File: config.mk
export PLATFORM = sky130hd
export DESIGN_NAME = sgcb_front
export DESIGN_NICKNAME = d
export VERILOG_FILES = /design/src/rtl/sgcb_pkg.sv /design/src/rtl/sgcb_front.sv
export SDC_FILE = /design/constraint.sdc
export NUM_CORES = 1
export LEC_CHECK = 0
export BUFFER_PORTS_ARGS = -buffer_cell sky130_fd_sc_hd__buf_2
export CORE_ASPECT_RATIO = 0.9
export CORE_UTILIZATION = 48
export DETAILED_ROUTE_END_ITERATION = 10
export PLACE_DENSITY = 0.75
export SYNTH_ARGS = -nofsm -noshare
export SYNTH_HDL_FRONTEND = slang
export SYNTH_SLANG_ARGS = --single-unit
File: constraint.sdc
create_clock -name clk -period 6.65 [get_ports clk]
set_clock_uncertainty 0.15 [all_clocks]
set_input_delay 0.9975 -clock clk [delete_from_list [all_inputs] [get_ports clk]]
set_output_delay 0.9975 -clock clk [all_outputs]
set_load 0.005 [all_outputs]
File: src/rtl/sgcb_pkg.sv
// shared types, constants and helpers for the sparse graph convolution backward block
package sgcb_pkg;

    localparam int NB_W = 3;
    localparam int NV_W = 9;
    localparam int NF_W = 5;
    localparam int NL_W = 3;
    localparam int CFG_DATA_W = 9;
    localparam int CFG_IDX_W = 3;

    localparam logic signed [63:0] ACC_MAX = 64'sh7FFF_FFFF_FFFF_FFFF;
    localparam logic signed [63:0] ACC_MIN = 64'sh8000_0000_0000_0000;

    typedef enum logic [2:0] {
        CMD_LOAD_V  = 3'd0,
        CMD_LOAD_G  = 3'd1,
        CMD_LOAD_H  = 3'd2,
        CMD_EDGE    = 3'd3,
        CMD_READ_VG = 3'd4,
        CMD_READ_WG = 3'd5,
        CMD_CLEAR   = 3'd6
    } cmd_t;

    typedef enum logic [CFG_IDX_W-1:0] {
        REG_USED_BATCHES      = 3'd0,
        REG_USED_VERTICES     = 3'd1,
        REG_USED_IN_FEATURES  = 3'd2,
        REG_USED_OUT_FEATURES = 3'd3,
        REG_USED_LAYERS       = 3'd4
    } cfg_reg_t;

    typedef struct packed {
        logic [NB_W-1:0] nb;
        logic [NV_W-1:0] nv;
        logic [NF_W-1:0] nf1;
        logic [NF_W-1:0] nf2;
        logic [NL_W-1:0] nl;
    } dims_t;

    typedef struct packed {
        logic               ignored;
        cmd_t               cmd;
        logic [1:0]         batch_index;
        logic [7:0]         target_node;
        logic [7:0]         source_node;
        logic [1:0]         layer_index;
        logic [3:0]         in_feature;
        logic [3:0]         out_feature;
        logic signed [15:0] data_value;
    } op_t;

    typedef enum logic [3:0] {
        ST_INIT,
        ST_IDLE,
        ST_EXEC,
        ST_EDGE,
        ST_DRAIN,
        ST_RD_WAIT,
        ST_CLEAR,
        ST_DONE
    } back_state_t;

    typedef struct packed {
        logic signed [63:0] value;
        logic               sat;
    } sat_t;

    function automatic sat_t sat_add64(logic signed [63:0] a, logic signed [63:0] b);
        logic signed [63:0] s;
        sat_t r;
        s = a + b;
        r.sat = (a[63] == b[63]) && (s[63] != a[63]);
        r.value = r.sat ? (a[63] ? ACC_MIN : ACC_MAX) : s;
        return r;
    endfunction

endpackage

File: src/rtl/sgcb_front.sv
// front end: range check and classification of requests, small queue to the back end
module sgcb_front
    import sgcb_pkg::*;
(
    input  logic               clk,
    input  logic               rst_n,
    input  logic               push,
    output logic               full,
    input  logic [2:0]         command,
    input  logic [1:0]         batch_index,
    input  logic [7:0]         target_node,
    input  logic [7:0]         source_node,
    input  logic [1:0]         layer_index,
    input  logic [3:0]         in_feature,
    input  logic [3:0]         out_feature,
    input  logic signed [15:0] data_value,
    input  dims_t              dims,
    input  logic               init_busy,
    output logic               q_valid,
    input  logic               q_pop,
    output op_t                q_op
);

    op_t        q_mem_reg [2];
    logic       wr_ptr_reg;
    logic       rd_ptr_reg;
    logic [1:0] cnt_reg;
    logic       enq;
    logic       b_ok, n1_ok, n2_ok, l_ok, fi_ok, fo_ok;
    op_t        dec;

    always_comb
    begin
        b_ok  = NB_W'(batch_index) < dims.nb;
        n1_ok = NV_W'(target_node) < dims.nv;
        n2_ok = NV_W'(source_node) < dims.nv;
        l_ok  = NL_W'(layer_index) < dims.nl;
        fi_ok = NF_W'(in_feature) < dims.nf1;
        fo_ok = NF_W'(out_feature) < dims.nf2;
        dec.cmd         = cmd_t'(command);
        dec.batch_index = batch_index;
        dec.target_node = target_node;
        dec.source_node = source_node;
        dec.layer_index = layer_index;
        dec.in_feature  = in_feature;
        dec.out_feature = out_feature;
        dec.data_value  = data_value;
        case (cmd_t'(command))
            CMD_LOAD_V:  dec.ignored = !(b_ok && n2_ok && fi_ok);
            CMD_LOAD_G:  dec.ignored = !(b_ok && n1_ok && fo_ok);
            CMD_LOAD_H:  dec.ignored = !(l_ok && fi_ok && fo_ok);
            CMD_EDGE:    dec.ignored = !(b_ok && n1_ok && n2_ok && l_ok);
            CMD_READ_VG: dec.ignored = !(b_ok && n2_ok && fi_ok);
            CMD_READ_WG: dec.ignored = !(l_ok && fi_ok && fo_ok);
            CMD_CLEAR:   dec.ignored = 1'b0;
            default:     dec.ignored = 1'b1;
        endcase
    end

    assign full    = (cnt_reg == 2'd2) || init_busy;
    assign enq     = push && !full;
    assign q_valid = (cnt_reg != 2'd0);
    assign q_op    = q_mem_reg[rd_ptr_reg];

    always_ff @(posedge clk)
    begin
        if (enq)
        begin
            q_mem_reg[wr_ptr_reg] <= dec;
        end
    end

    always_ff @(posedge clk or negedge rst_n)
    begin
        if (!rst_n)
        begin
            wr_ptr_reg <= 1'b0;
            rd_ptr_reg <= 1'b0;
            cnt_reg    <= 2'd0;
        end
        else
        begin
            if (enq)
            begin
                wr_ptr_reg <= !wr_ptr_reg;
            end
            if (q_pop && q_valid)
            begin
                rd_ptr_reg <= !rd_ptr_reg;
            end
            cnt_reg <= cnt_reg + 2'(enq) - 2'(q_pop && q_valid);
        end
    end

endmodule

==> impl_metrics.py, run 1 <==
metrics = {
    "outcome": {
        "status": "complete, no violations",
    },
    "critical_path": {
        "rr_worst_depth": 4,
        "cp_slowest_cell": "dfrtp_2",
        "crit_family": "buffers and inverters",
        "r2r-end": "q_mem_reg[1][16]",
        "worst-path-max-fanout": 35,
        "rr_startpoint": "cnt_reg[0]",
        "cp.required_ns": 5.50,
        "endpoint_kind": "primary output",
        "cp_num_buf_inv": 2,
        "cpPeakStageDelay_ns": 0.59,
        "worst-setup-path-type": "reg -> out",
        "rrSetupSlack_ns": 4.46,
        "crit_path_cell_trace": "buf_4 -> mux2_2 -> buf_2",
        "cp-start-kind": "register",
        "worst_ep_arrival_time_ns": 1.99,
    },
    "placed_design": {
        "portBuffers": 126,
        "gp_congestion": 0.730,
        "dpl.hpwl_um": 5430,
    },
    "cts": {
        "clkLatencyLatePin_ns": 0.33,
        "cts_tree": "yes",
        "clock-sinks": 100,
        "ctsLongestPathBuffers": 2,
        "postCtsHoldBufs": 0,
        "postCtsSetupBuffers": 0,
        "clk_pin_slew_ns": 0.08,
        "cts_max_level": 3,
        "cts_resized": 0,
        "cts_buffers": 9,
        "root_buffer": "clkbuf_8",
    },
    "floorplanning": {
        "fp.dieH_um": 92.0,
        "dieArea_um2": 9380,
        "start_util": 0.499,
        "die_w_um": 102,
        "core-area_um2": 8650,
        "num_rows": 32,
        "ios": 127,
    },
    "sta": {
        "whs_ns": 0.302,
        "max_slew_margin": 0.551,
        "final_max_slew_viol_count": 0,
        "tightest_slew_ns": 0.673,
        "fmax_ghz": 0.319,
        "tns_ns": 0,
        "setup_viol": 0,
        "rsz0062_at_grt": "false",
        "hold_viol": 0,
        "fin_crit_ns": 3.14,
        "timing.final.crit_share": 0.472,
    },
    "drt": {
        "vias": 2601,
        "viasPerCell": 5.05,
        "remaining_drc_errors": 0,
        "drt_wl_total_um": 7800,
        "drtIter0Drc": 54,
        "firstDrtPassIters": 6,
        "final_antenna_net_count": 0,
        "drt-wirelength-per-cell_um": 15.2,
    },
    "min_path": {
        "min_path_type": "in -> async",
    },
    "finish": {
        "largest_register_ffs": 96,
        "final_common_cell": "buf_2",
        "antenna_cells": 0,
        "syn2layout_area_growth_pct": 23.1,
        "final_cell_mix": "buf_2, edfxtp_1, mux2_2",
        "nFillCells": 694,
        "ff_latch_area_um2": 2980,
        "drive_above_1_share": 0.500,
        "nets": 493,
        "multi_input_area_um2": 1240,
    },
    "synthesis": {
        "synth_top_family_by_area": "multiplexers",
        "syn_inst": 257,
        "synth_compound_area_frac": 0.0414,
        "synth_seq_cells": 100,
        "ys_types": 36,
        "synth_xor_area_frac": 0.00811,
        "synthSimpleGateAreaFrac": 0.0420,
        "syn_area_um2": 4320,
        "yosysSeqAreaShare": 0.691,
        "syn_nets": 358,
        "avgSynthCellArea_um2": 16.8,
        "synthMuxAreaShare": 0.125,
        "synth-adder-area-share": 0.0695,
        "yosys_warnings": 0,
    },
    "pwr": {
        "vdd.ir_drop.worst_v": 0.000130,
        "total_power_mw": 1.70,
        "power_density_nw_per_um2": 319,
        "p_leak_nw": 2.15,
    },
    "global_routing": {
        "antenna_found_initial": 0,
        "grt_overflow_total": 0,
        "grt_usage": 0.169,
        "grt_pass1_vias": 2576,
        "grt_max_degree": 49,
        "grt_pass1_wl_um": 11800,
    },
    "run": {
        "timing.max_cap.violations": 0,
    },
}
## final cells by class
| cell class | instances | share of cell area |
|---|---|---|
| sequential | 100 | 0.561 |
| multi-input combinational | 131 | 0.234 |
| timing repair buffer | 129 | 0.123 |
| tap | 119 | 0.0280 |
| clock buffer | 11 | 0.0247 |
| inverter | 21 | 0.0148 |
| clock inverter | 4 | 0.0141 |
## worst register-to-register path, stage by stage (launching register included)
cell	delay (ns)
dfrtp_1	0.38
inv_1	0.05
a21oi_1	0.21
and3_2	0.59
buf_4	0.47
## power breakdown
part	internal [mW]	switching, mW	leakage, nW
Combinational	0.250	0.223	1.13
Clock	0.210	0.187	0.0956
Sequential	0.787	0.0411	0.923
## metal layers
metal | GRT usage | routed length, µm | up-vias
li1 | - | - | 1253
met1 | 0.207 | 3320 | 1243
met2 | 0.282 | 3780 | 95
met3 | 0.0480 | 615 | 10
met4 | 0.0631 | 82 | 0
met5 | 0 | 0 | -
## cells in the mapped netlist (all sizes together)
library cell	number	area (µm²)
edfxtp	96	2880
mux2	48	541
ha	24	300
inv	21	78.8
a21oi	7	35.0
nor3	7	35.0
nand2b	6	45.0
buf	5	21.3
nor2	5	18.8
dfrtp	4	100
o21ai	4	20.0
nand2	3	11.3
xnor2	3	26.3
a211oi	2	20.0
a21o	2	15.0
a31oi	2	12.5
and3	2	12.5
nand3	2	10.0
nor4	2	18.8
a2111oi	1	27.5
a211o	1	8.76
and2	1	6.26
and4b	1	10.0
nor3b	1	7.51
o21a	1	7.51
o221ai	1	8.76
o22ai	1	6.26
o31a	1	8.76
o32ai	1	8.76
or2	1	6.26
xor2	1	8.76
## how the worst max path moves through the flow
stage                  endpoint  depth (start not counted)          start  slack [ns]
2_1_floorplan   q_mem_reg[0][0]                          3      init_busy        2.73
3_3_place_gp   q_mem_reg[0][47]                          8  in_feature[2]        3.77
3_5_place_dp   q_mem_reg[0][47]                          8  in_feature[2]        3.71
4_1_cts                q_op[44]                          3     rd_ptr_reg        3.47
5_1_grt                q_op[46]                          3     rd_ptr_reg        3.39
6_report               q_op[44]                          3     rd_ptr_reg        3.51
## cell families (layout without fill, tap and decap cells)
kind of cell | count (synthesis) | after routing
DFF | 100 | 100
muxes | 48 | 48
and+or+nand+nor | 31 | 31
buffers and inverters | 26 | 165
adders and majority gates | 24 | 24
AOI/OAI and AO/OA | 24 | 24
xor gates and xnor gates | 4 | 4
## stage by stage
| step | setup WS [ns] | util | cell area, µm² | cells |
|---|---|---|---|---|
| floorplan | 2.73 | - | 4320 | 257 |
| global placement | 3.77 | 0.591 | 5110 | 500 |
| detailed placement | 3.71 | 0.591 | 5110 | 500 |
| CTS | 3.47 | 0.615 | 5320 | 515 |
| global route | 3.39 | 0.615 | 5320 | 515 |
| finish | 3.51 | 0.615 | 5320 | 515 |
Power figures use the tool's default switching activity.
==> run 2: changes to the inputs <==
ABC_AREA = 1   (was not set)
CORE_UTILIZATION = 47   (was 48)
PLACE_DENSITY = 0.76   (was 0.75)
clock period = 2.5 ns   (was 6.65 ns; I/O delays follow)
==> run 2 against run 1 <==
Non-clock buffer count rose by 5. Register-to-register slack got worse by 3.9 ns. Count of clock-buffer cells in the layout is the same. Hold slack lost 0.26 ns. Final area rose by 3.7%. Combinational power rose to 3.3 times the previous value. Global-route usage rose by 2.7 points. Sequential power increased to 2.6 times the previous value. Via count is 23% higher. Largest power group unchanged. Critical path depth increased by 1.
==> impl_metrics.py, run 2 <==
metrics = {
    "outcome": {
        "status": "complete, no violations",
    },
    "critical_path": {
        "worst-setup-path-type": "reg -> out",
        "crit_family": "buffers and inverters",
        "cp.required_ns": 1.98,
        "worst_ep_arrival_time_ns": 1.56,
        "cp-start-kind": "register",
        "cp_common_cell": "nand2_1",
        "endpoint_kind": "primary output",
        "crit_path_cell_trace": "buf_4 -> nand2_1 -> nand2_1 -> buf_2",
        "cpPeakStageDelay_ns": 0.46,
        "cp_num_buf_inv": 2,
        "worst-path-max-fanout": 48,
        "cp_slowest_cell": "buf_4",
    },
    "drt": {
        "firstDrtPassIters": 4,
        "viasPerCell": 4.69,
        "drtIter0Drc": 93,
        "final_antenna_net_count": 0,
        "remaining_drc_errors": 0,
        "drt-wirelength-per-cell_um": 13.4,
        "drt_wl_total_um": 9180,
        "vias": 3210,
    },
    "pwr": {
        "p_leak_nw": 2.65,
        "swShare": 0.328,
        "p_comb_frac": 0.325,
        "seqPwrFrac": 0.456,
        "total_power_mw": 4.73,
        "p_clk_frac": 0.219,
        "vdd.ir_drop.worst_v": 0.000436,
        "netSwitchingPower_mw": 1.55,
        "power_density_nw_per_um2": 857,
        "p_int_mw": 3.18,
    },
    "synthesis": {
        "avgSynthCellArea_um2": 10.6,
        "ys_types": 21,
        "synth_area_leaders": "edfxtp_1, nand2_1, ha_1",
        "ys_async_sr_fraction": 0.0400,
        "synth_common_cells": "nand2_1, edfxtp_1, inv_1",
        "syn_nets": 523,
        "synth_seq_cells": 100,
        "yosys_warnings": 0,
        "yosysSeqAreaShare": 0.666,
        "syn_area_um2": 4480,
        "syn_inst": 422,
        "yosysMostFrequentCell": "nand2_1",
        "yosysTopAreaCell": "edfxtp_1",
        "synth_edf_count": 96,
        "synth_ff_type": "edfxtp_1",
        "synth_top_area_frac": 0.643,
    },
    "cts": {
        "cts_buffers": 9,
        "cts_max_level": 3,
        "ctsLongestPathBuffers": 2,
        "postCtsSetupBuffers": 0,
        "clk_pin_slew_ns": 0.10,
        "root_buffer": "clkbuf_8",
        "clkLatencyLatePin_ns": 0.36,
        "clock-sinks": 100,
        "cts_tree": "yes",
    },
    "sta": {
        "timing.final.crit_share": 0.833,
        "fin_crit_ns": 2.08,
        "final_max_slew_viol_count": 0,
        "rsz0062_at_grt": "false",
        "hold_viol": 0,
        "setup_viol": 0,
        "tns_ns": 0,
        "fmax_ghz": 0.480,
        "tightest_slew_ns": 0.535,
        "max_slew_margin": 0.643,
    },
    "finish": {
        "final_util": 0.602,
        "antenna_cells": 0,
        "largest_register_ffs": 96,
        "final_area_um2": 5510,
        "nets": 658,
        "drive_above_1_share": 0.276,
        "final_common_cell": "nand2_1",
        "final_cell_mix": "nand2_1, buf_2, edfxtp_1",
        "fin_cells": 684,
        "syn2layout_area_growth_pct": 23.0,
    },
    "placed_design": {
        "portBuffers": 126,
        "place_area_um2": 5300,
        "dp_cells": 667,
        "dpl.hpwl_um": 6560,
        "gp_congestion": 0.819,
    },
    "floorplanning": {
        "num_rows": 33,
        "core-area_um2": 9170,
        "ios": 127,
        "dieArea_um2": 9930,
        "die_w_um": 105,
        "start_util": 0.489,
        "fp.dieH_um": 94.6,
    },
    "run": {
        "timing.max_cap.violations": 0,
    },
    "global_routing": {
        "antenna_found_initial": 1,
        "grt_pass1_wl_um": 14900,
        "grt_overflow_total": 0,
        "grt_usage": 0.196,
        "grt_max_degree": 49,
        "grt_pass1_vias": 3145,
    },
    "min_path": {
        "min_path_type": "in -> reg",
    },
}
==> run 2: timing repair <==
item | CTS | global route
resized for setup | 0 | 0
hold buffers | 1 | 0
endpoints found under the hold margin | 4 | 0
==> run 2: kinds of logic (layout without fill, tap and decap cells) <==
logic type	count (synthesis)	after routing	synth area share
buf+inv	59	199	0.0508
fa+ha+maj	24	24	0.0670
compound gates	10	10	0.0145
simple gates	225	225	0.194
xor+xnor	4	4	0.00782
flops	100	100	0.666
==> run 2: through the flow <==
step	setup slack [ns]	hold slack [ns]
2_1_floorplan	-0.721	-0.0706
3_3_place_gp	0.566	0.0353
3_5_place_dp	0.475	0.0430
4_1_cts	0.371	0.0214
5_1_grt	0.271	0.0200
6_report	0.417	0.0442
==> run 2: power by group through the flow <==
stage	clock network [mW]	registers (mW)	logic, mW
floorplan	0	2.19	0.841
global placement	0	2.18	1.53
detailed placement	0	2.19	1.57
CTS	1.07	2.16	1.58
global route	1.13	2.17	1.75
finish	1.04	2.15	1.54
==> run 2: final timing paths <==
check                      slack (ns)  depth (start not counted)               end      startpoint
hold reg to reg                  0.38                          1        cnt_reg[0]      cnt_reg[0]
min in group asynchronous        0.21                          2        cnt_reg[1]           rst_n
max in group asynchronous        1.85                          2        rd_ptr_reg           rst_n
setup / recovery                 0.42                          4          q_op[28]      rd_ptr_reg
hold / removal                   0.04                          1  q_mem_reg[0][10]  data_value[10]
setup reg to reg                 0.56                          8        cnt_reg[1]      cnt_reg[0]
==> run 2: metal layers <==
| metal | routed length [µm] | part of all wire | vias up | track usage |
|---|---|---|---|---|
| met5 | 13 | 0.0014 | - | 0 |
| met4 | 64 | 0.0070 | 2 | 0.0423 |
| li1 | - | - | 1635 | - |
| met2 | 4450 | 0.49 | 91 | 0.342 |
| met3 | 593 | 0.065 | 9 | 0.0587 |
| met1 | 4050 | 0.44 | 1473 | 0.245 |
==> run 2: final cells by class <==
cell class              instances  area (µm²)
clock buffers                  11         141
clock inverters                 5        60.1
fillers                       802        3650
inverters                      49         184
multi-input cells             263        1290
flip-flops and latches        100        2980
well taps                     122         153
repair buffers                134         706
